$ cat config.mk
export PLATFORM = sky130hd
export DESIGN_NAME = hsv_to_rgb_8bit
export DESIGN_NICKNAME = d
export VERILOG_FILES = /design/src/hw/rtl/hsv2rgb_pkg.sv /design/src/hw/rtl/hsv2rgb_sextant.sv /design/src/hw/rtl/hsv2rgb_scale.sv /design/src/hw/rtl/hsv2rgb_level.sv /design/src/hw/rtl/hsv2rgb_perm.sv /design/src/hw/rtl/hsv_to_rgb_8bit.sv
export SDC_FILE = /design/constraint.sdc
export NUM_CORES = 1
export LEC_CHECK = 0
export ABC_AREA = 1
export BUFFER_PORTS_ARGS = -buffer_cell sky130_fd_sc_hd__buf_2
export CAP_MARGIN = 20
export CORE_MARGIN = 1
export CORE_UTILIZATION = 55
export DETAILED_ROUTE_END_ITERATION = 10
export PLACE_DENSITY = 0.83
export SKIP_LAST_GASP = 1
export SLEW_MARGIN = 20
export SYNTH_ARGS = -nofsm -noshare
export SYNTH_HDL_FRONTEND = slang
export SYNTH_SLANG_ARGS = --single-unit
$ cat constraint.sdc
create_clock -name aclk -period 4.7 [get_ports aclk]
set_input_delay 0.47 -clock aclk [delete_from_list [all_inputs] [get_ports aclk]]
set_output_delay 0.47 -clock aclk [all_outputs]
set_load 0.01 [all_outputs]
$ cat src/hw/rtl/hsv2rgb_pkg.sv
// Shared types, constants and the fixed-point level multiply for the HSV to RGB pipeline.
package hsv2rgb_pkg;

    // Hue steps per sextant, full channel level, remainder scale
    localparam int unsigned SEXTANT_STEPS = 43;
    localparam logic [7:0]  FULL_LEVEL    = 8'd255;
    localparam int unsigned SEXTANT_SCALE = 6;
    localparam int unsigned LEVEL_SHIFT   = 8;

    // Hue thresholds where each sextant starts
    localparam logic [7:0] HUE_BASE_1 = 8'(1 * SEXTANT_STEPS);
    localparam logic [7:0] HUE_BASE_2 = 8'(2 * SEXTANT_STEPS);
    localparam logic [7:0] HUE_BASE_3 = 8'(3 * SEXTANT_STEPS);
    localparam logic [7:0] HUE_BASE_4 = 8'(4 * SEXTANT_STEPS);
    localparam logic [7:0] HUE_BASE_5 = 8'(5 * SEXTANT_STEPS);

    // Sextant codes, named after the hue span they cover
    localparam logic [2:0] SXT_RED_YEL = 3'd0;
    localparam logic [2:0] SXT_YEL_GRN = 3'd1;
    localparam logic [2:0] SXT_GRN_CYN = 3'd2;
    localparam logic [2:0] SXT_CYN_BLU = 3'd3;
    localparam logic [2:0] SXT_BLU_MAG = 3'd4;
    localparam logic [2:0] SXT_MAG_RED = 3'd5;

    // After stage 1: sextant and scaled remainder
    typedef struct packed {
        logic       gray;
        logic [2:0] region;
        logic [7:0] rem;
        logic [7:0] sat;
        logic [7:0] val;
    } sxt_t;

    // After stage 2: p and the two saturation products
    typedef struct packed {
        logic       gray;
        logic [2:0] region;
        logic [7:0] val;
        logic [7:0] p;
        logic [7:0] sat_rem;
        logic [7:0] sat_inv;
    } scl_t;

    // After stage 3: all four candidate levels
    typedef struct packed {
        logic       gray;
        logic [2:0] region;
        logic [7:0] val;
        logic [7:0] p;
        logic [7:0] q;
        logic [7:0] t;
    } lvl_t;

    // Output pixel
    typedef struct packed {
        logic [7:0] blue;
        logic [7:0] green;
        logic [7:0] red;
    } rgb_t;

    // (x * k) >> 8, truncated to 8 bits
    function automatic logic [7:0] level_mul(input logic [7:0] x, input logic [7:0] k);
        logic [15:0] prod;
        prod = 16'(x) * 16'(k);
        return prod[LEVEL_SHIFT +: 8];
    endfunction

endpackage

$ cat src/hw/rtl/hsv2rgb_sextant.sv
// Stage 1: splits hue into sextant and scaled remainder, flags the gray case.
module hsv2rgb_sextant import hsv2rgb_pkg::*; (
    input  logic       aclk,
    input  logic       aresetn,
    input  logic       in_valid,
    output logic       in_ready,
    input  logic [7:0] hue,
    input  logic [7:0] sat,
    input  logic [7:0] val,
    output logic       out_valid,
    input  logic       out_ready,
    output sxt_t       out_data
);

    logic       valid_reg;
    sxt_t       data_reg;
    sxt_t       data_next;
    logic [2:0] region;
    logic [7:0] base;
    logic [7:0] rem_raw;

    // Sextant by threshold compare, no divider needed
    always_comb begin
        if (hue >= HUE_BASE_5) begin
            region = SXT_MAG_RED;
            base   = HUE_BASE_5;
        end else if (hue >= HUE_BASE_4) begin
            region = SXT_BLU_MAG;
            base   = HUE_BASE_4;
        end else if (hue >= HUE_BASE_3) begin
            region = SXT_CYN_BLU;
            base   = HUE_BASE_3;
        end else if (hue >= HUE_BASE_2) begin
            region = SXT_GRN_CYN;
            base   = HUE_BASE_2;
        end else if (hue >= HUE_BASE_1) begin
            region = SXT_YEL_GRN;
            base   = HUE_BASE_1;
        end else begin
            region = SXT_RED_YEL;
            base   = 8'd0;
        end
        rem_raw = hue - base;
    end

    // Remainder is at most 42, so times six stays within 8 bits
    always_comb begin
        data_next.gray   = (sat == 8'd0);
        data_next.region = region;
        data_next.rem    = 8'(rem_raw * SEXTANT_SCALE);
        data_next.sat    = sat;
        data_next.val    = val;
    end

    assign in_ready = !valid_reg || out_ready;

    always_ff @(posedge aclk) begin
        if (!aresetn) begin
            valid_reg <= 1'b0;
        end else if (in_ready) begin
            valid_reg <= in_valid;
        end
    end

    always_ff @(posedge aclk) begin
        if (in_ready && in_valid) begin
            data_reg <= data_next;
        end
    end

    assign out_valid = valid_reg;
    assign out_data  = data_reg;

endmodule

$ cat src/hw/rtl/hsv2rgb_scale.sv
// Stage 2: p and the saturation-weighted remainder products.
module hsv2rgb_scale import hsv2rgb_pkg::*; (
    input  logic aclk,
    input  logic aresetn,
    input  logic in_valid,
    output logic in_ready,
    input  sxt_t in_data,
    output logic out_valid,
    input  logic out_ready,
    output scl_t out_data
);

    logic valid_reg;
    scl_t data_reg;
    scl_t data_next;

    // Three independent 8x8 products
    always_comb begin
        data_next.gray    = in_data.gray;
        data_next.region  = in_data.region;
        data_next.val     = in_data.val;
        data_next.p       = level_mul(in_data.val, FULL_LEVEL - in_data.sat);
        data_next.sat_rem = level_mul(in_data.sat, in_data.rem);
        data_next.sat_inv = level_mul(in_data.sat, FULL_LEVEL - in_data.rem);
    end

    assign in_ready = !valid_reg || out_ready;

    always_ff @(posedge aclk) begin
        if (!aresetn) begin
            valid_reg <= 1'b0;
        end else if (in_ready) begin
            valid_reg <= in_valid;
        end
    end

    always_ff @(posedge aclk) begin
        if (in_ready && in_valid) begin
            data_reg <= data_next;
        end
    end

    assign out_valid = valid_reg;
    assign out_data  = data_reg;

endmodule

$ cat src/hw/rtl/hsv2rgb_level.sv
// Stage 3: falling level q and rising level t.
module hsv2rgb_level import hsv2rgb_pkg::*; (
    input  logic aclk,
    input  logic aresetn,
    input  logic in_valid,
    output logic in_ready,
    input  scl_t in_data,
    output logic out_valid,
    input  logic out_ready,
    output lvl_t out_data
);

    logic valid_reg;
    lvl_t data_reg;
    lvl_t data_next;

    // Second multiply level: scale value by the inverted products
    always_comb begin
        data_next.gray   = in_data.gray;
        data_next.region = in_data.region;
        data_next.val    = in_data.val;
        data_next.p      = in_data.p;
        data_next.q      = level_mul(in_data.val, FULL_LEVEL - in_data.sat_rem);
        data_next.t      = level_mul(in_data.val, FULL_LEVEL - in_data.sat_inv);
    end

    assign in_ready = !valid_reg || out_ready;

    always_ff @(posedge aclk) begin
        if (!aresetn) begin
            valid_reg <= 1'b0;
        end else if (in_ready) begin
            valid_reg <= in_valid;
        end
    end

    always_ff @(posedge aclk) begin
        if (in_ready && in_valid) begin
            data_reg <= data_next;
        end
    end

    assign out_valid = valid_reg;
    assign out_data  = data_reg;

endmodule

$ cat src/hw/rtl/hsv2rgb_perm.sv
// Stage 4: maps v, p, q, t onto the channels by sextant; output register.
module hsv2rgb_perm import hsv2rgb_pkg::*; (
    input  logic aclk,
    input  logic aresetn,
    input  logic in_valid,
    output logic in_ready,
    input  lvl_t in_data,
    output logic out_valid,
    input  logic out_ready,
    output rgb_t out_data
);

    logic valid_reg;
    rgb_t data_reg;
    rgb_t data_next;

    // Channel permutation; gray pixels bypass it
    always_comb begin
        if (in_data.gray) begin
            data_next.red   = in_data.val;
            data_next.green = in_data.val;
            data_next.blue  = in_data.val;
        end else begin
            case (in_data.region)
                SXT_RED_YEL: begin
                    data_next.red   = in_data.val;
                    data_next.green = in_data.t;
                    data_next.blue  = in_data.p;
                end
                SXT_YEL_GRN: begin
                    data_next.red   = in_data.q;
                    data_next.green = in_data.val;
                    data_next.blue  = in_data.p;
                end
                SXT_GRN_CYN: begin
                    data_next.red   = in_data.p;
                    data_next.green = in_data.val;
                    data_next.blue  = in_data.t;
                end
                SXT_CYN_BLU: begin
                    data_next.red   = in_data.p;
                    data_next.green = in_data.q;
                    data_next.blue  = in_data.val;
                end
                SXT_BLU_MAG: begin
                    data_next.red   = in_data.t;
                    data_next.green = in_data.p;
                    data_next.blue  = in_data.val;
                end
                default: begin
                    data_next.red   = in_data.val;
                    data_next.green = in_data.p;
                    data_next.blue  = in_data.q;
                end
            endcase
        end
    end

    assign in_ready = !valid_reg || out_ready;

    always_ff @(posedge aclk) begin
        if (!aresetn) begin
            valid_reg <= 1'b0;
        end else if (in_ready) begin
            valid_reg <= in_valid;
        end
    end

    always_ff @(posedge aclk) begin
        if (in_ready && in_valid) begin
            data_reg <= data_next;
        end
    end

    assign out_valid = valid_reg;
    assign out_data  = data_reg;

`ifndef NO_ASSERTIONS
    // A taken item always shows up at the output next cycle
    a_take_fills: assert property (@(posedge aclk) disable iff (!aresetn)
        aresetn && in_valid && in_ready |=> out_valid)
        else $error("perm: taken item did not reach output");

    // Nothing appears at the output without an item taken
    a_no_phantom: assert property (@(posedge aclk) disable iff (!aresetn)
        aresetn && !in_valid && in_ready |=> !out_valid)
        else $error("perm: output valid without an item");

    // Gray pixels come out with three equal channels
    a_gray_equal: assert property (@(posedge aclk) disable iff (!aresetn)
        aresetn && in_valid && in_ready && in_data.gray |=>
        (out_data.red == out_data.green) && (out_data.green == out_data.blue))
        else $error("perm: gray pixel with unequal channels");

    // One channel always carries the value level
    a_max_is_val: assert property (@(posedge aclk) disable iff (!aresetn)
        aresetn && in_valid && in_ready |=>
        (out_data.red == $past(in_data.val)) || (out_data.green == $past(in_data.val)) ||
        (out_data.blue == $past(in_data.val)))
        else $error("perm: no channel equals value");
`endif

endmodule

$ cat src/hw/rtl/hsv_to_rgb_8bit.sv
// Top level: four-stage HSV to RGB pixel pipeline with stream handshakes.
//
//  channel | dir | tdata fields (low bit first)              | width
//  --------+-----+--------------------------------------------+------
//  s_      | in  | hue[7:0], saturation[15:8], brightness[23:16] | 24
//  m_      | out | red[7:0], green[15:8], blue[23:16]         | 24
//
// One item per cycle while the output is not stalled, through the four register
// stages (sextant split, first multiply, second multiply, channel select).
// Reset clears only the stage valid bits; the datapath registers are not reset.
// Each stage has its own ready, so bubbles close up while the output is stalled
// and an item can be taken while a finished pixel still waits.
module hsv_to_rgb_8bit import hsv2rgb_pkg::*; (
    input  logic        aclk,
    input  logic        aresetn,
    input  logic        s_tvalid,
    output logic        s_tready,
    input  logic [23:0] s_tdata,   // hue, saturation, brightness
    output logic        m_tvalid,
    input  logic        m_tready,
    output logic [23:0] m_tdata    // red, green, blue
);

    logic sxt_valid;
    logic sxt_ready;
    sxt_t sxt_data;
    logic scl_valid;
    logic scl_ready;
    scl_t scl_data;
    logic lvl_valid;
    logic lvl_ready;
    lvl_t lvl_data;
    rgb_t rgb_data;

    // Stage 1: sextant and remainder
    hsv2rgb_sextant u_sextant (
        .aclk      (aclk),
        .aresetn   (aresetn),
        .in_valid  (s_tvalid),
        .in_ready  (s_tready),
        .hue       (s_tdata[7:0]),
        .sat       (s_tdata[15:8]),
        .val       (s_tdata[23:16]),
        .out_valid (sxt_valid),
        .out_ready (sxt_ready),
        .out_data  (sxt_data)
    );

    // Stage 2: first products
    hsv2rgb_scale u_scale (
        .aclk      (aclk),
        .aresetn   (aresetn),
        .in_valid  (sxt_valid),
        .in_ready  (sxt_ready),
        .in_data   (sxt_data),
        .out_valid (scl_valid),
        .out_ready (scl_ready),
        .out_data  (scl_data)
    );

    // Stage 3: q and t
    hsv2rgb_level u_level (
        .aclk      (aclk),
        .aresetn   (aresetn),
        .in_valid  (scl_valid),
        .in_ready  (scl_ready),
        .in_data   (scl_data),
        .out_valid (lvl_valid),
        .out_ready (lvl_ready),
        .out_data  (lvl_data)
    );

    // Stage 4: channel select and output register
    hsv2rgb_perm u_perm (
        .aclk      (aclk),
        .aresetn   (aresetn),
        .in_valid  (lvl_valid),
        .in_ready  (lvl_ready),
        .in_data   (lvl_data),
        .out_valid (m_tvalid),
        .out_ready (m_tready),
        .out_data  (rgb_data)
    );

    assign m_tdata = rgb_data;

endmodule
==> results.json <==
{
  "outcome": "complete, no violations",
  "grt_pass1_vias": 13100,
  "vias": 12900,
  "area_growth_pct": 9.24,
  "port_buffers": 53,
  "ys_seq_area_share_pct": 24.2,
  "grt_pass1_wl_um": 61400,
  "diodes": 0,
  "ys.flop_type": "edfxtp_1",
  "drt_first_iter_violations": 1120,
  "post-dp-hpwl_um": 29700,
  "die_height_um": 170,
  "synth_xor_area_share_pct": 1.23,
  "routed_wl_um": 37200,
  "synth_edf_count": 123,
  "dp.cells": 2361,
  "max_stage_delay_ns": 0.55,
  "synth_area_leaders": "edfxtp_1 24%, fa_1 22%, ha_1 14%, nand2_1 12%, inv_1 10%",
  "cp.required_ns": 4.92,
  "hold_viol": 0,
  "route.detailed.drc": 0,
  "cap_viol_max_count": 0,
  "fp.dieArea_um2": 29000,
  "synthAdderAreaFrac_pct": 35.8,
  "synthTopCellsByCount": "479 x nand2_1, 423 x inv_1, 180 x nor2_1",
  "synthMuxAreaShare_pct": 0,
  "htreeDepth": 4,
  "synth_cell_types": 46,
  "yosys.area.top_type": "edfxtp_1",
  "clk_pin_slew_ns": 0.07,
  "cts_hold_buf": 0,
  "synth_most_common_cell": "nand2_1",
  "start_kind": "flip-flop",
  "avgSynthCellArea_um2": 8.09,
  "crit_buf_inv": 4,
  "cp_top_family": "adder cells",
  "setup_ws_ns": 0.325,
  "post-route-period-util_pct": 93.1,
  "layout_min_cycle_time_ns": 4.38,
  "syn-num-nets": 2301,
  "synthDominantCellAreaShare_pct": 23.7,
  "worst-path-max-fanout": 8,
  "routedWlPerCell_um": 15.5,
  "path_cells": "inv_1, nand2_1, fa_1, fa_1, inv_1, fa_1, inv_1, fa_1, inv_1, ha_1, a21oi_1, o21a_1, nor2_1, nor2_1, nand2_1, nand2_1, nand2_1",
  "yosys.area_share.simple_pct": 20.6,
  "synth_seq_cells": 127,
  "critPathKind": "reg2reg",
  "hp-class": "in2reg",
  "cts_resized": 0,
  "globalplace.congestion": 0.938,
  "detail-route-antenna-nets": 0,
  "cts-buffers-inserted": 17,
  "max_slew.worst_pin.slew_ns": 0.664,
  "nets": 2374,
  "async_flop_share_pct": 0,
  "dr.pass1.iters": 6,
  "setup_tns_ns": 0,
  "maxSlewHeadroom_pct": 55.8,
  "drv_slew": 0,
  "drive_above_1_share_pct": 7.39,
  "finalSetupViolCount": 0,
  "grt_overflow": 0,
  "io_pins": 54,
  "stdcell_area_um2": 17000,
  "worst_setup_path_end_kind": "flip-flop",
  "dp_slack_ns": 0.354,
  "clk_latency_ns": 0.45,
  "fin_cells": 2393,
  "crit_slowest_cell": "fa_1",
  "clk_path_buf_depth": 2,
  "post_cts_buffers": 0,
  "numClockSinks": 127,
  "critPathArrivalTime_ns": 4.59,
  "yosys_warnings": 0,
  "antenna_found_initial": 1,
  "fp-row-count": 61,
  "start_util_pct": 56.0,
  "core_um2": 27900,
  "dieWidth_um": 170,
  "finClkSkew_ns": 0.0119,
  "syn_area_um2": 15600,
  "synth_cells": 1929,
  "max_freq_mhz": 229,
  "cts_tree": "yes",
  "grt_start_max_net_pins": 37,
  "root_buffer": "clkbuf_16",
  "synth_compound_area_share_pct": 6.82,
  "postPlaceCellArea_um2": 16500,
  "via_per_inst": 5.40,
  "synth_top_family_by_area": "adder cells",
  "rsz0062_at_grt": "false",
  "grtUsageTotal_pct": 27.1
}
## cell families after synthesis
family	count (synthesis)
DFF	127
AOI/OAI and AO/OA	191
and+or+nand+nor	777
buffers and inverters	468
xor gates and xnor gates	22
adders and majority gates	344
## sequential cells by signal, summed over array words and instances (netlist names)
name	cells
u_perm.out_valid	1
u_scale.out_data	36
u_level.out_valid	1
u_scale.out_valid	1
u_level.out_data	36
u_sextant.out_valid	1
u_perm.out_data	24
u_sextant.out_data	27
## layout by cell type, fill, tap and decap left out, types with 33 or more instances in the layout
cell | Yosys | final
buf_2 | 1 | 53
fa_1 | 170 | 170
nand3_1 | 54 | 54
o21ai_0 | 47 | 47
nor2_1 | 180 | 179
ha_1 | 174 | 174
nand2_1 | 479 | 479
buf_4 | 1 | 33
a21oi_1 | 83 | 82
inv_1 | 423 | 423
edfxtp_1 | 123 | 123
## routing by layer
| metal | global-route usage (%) | part of all wire (%) |
|---|---|---|
| met2 | 46.9 | 48 |
| met1 | 32.7 | 41 |
| met5 | 0 | 0.035 |
| met4 | 10.7 | 3.3 |
| met3 | 6.00 | 7.9 |
## worst reg2reg max path, delay by kind of cell, from the launching register on
kind                       cells  cell delay [ns]
DFF                            1             0.41
AOI/OAI and AO/OA              2             0.39
buffers and inverters          4             0.42
and+or+nand+nor                6             0.48
adders and majority gates      5             2.45
## per-stage QoR
stage,hold slack (ns),util [%]
after detailed placement,0.407,59.1
after global routing,0.175,61.2
final,0.189,61.2
after floorplan,0.400,-
after CTS,0.183,61.2
after global placement,0.403,59.1
## area by class of cell
| type | count | area (um^2) |
|---|---|---|
| fill | 2335 | 10800 |
| multi-input combinational | 1334 | 10100 |
| sequential | 127 | 3770 |
| inverter | 436 | 1640 |
| timing repair buffer | 86 | 513 |
| tap | 378 | 473 |
| clock buffer | 18 | 439 |
| clock inverter | 14 | 139 |
## worst paths after layout
kind                          start                    end  slack [ns]  cells after the start
max          u_sextant.out_data[14]   u_scale.out_data[20]        0.32                     17
min reg2reg    u_scale.out_data[33]   u_level.out_data[33]        0.43                      0
min                     s_tdata[23]  u_sextant.out_data[7]        0.19                      1
max reg2reg  u_sextant.out_data[14]   u_scale.out_data[20]        0.32                     17
Power is not shown: default switching activity piles up to over one toggle a cycle in this logic, so the estimate is an artifact.
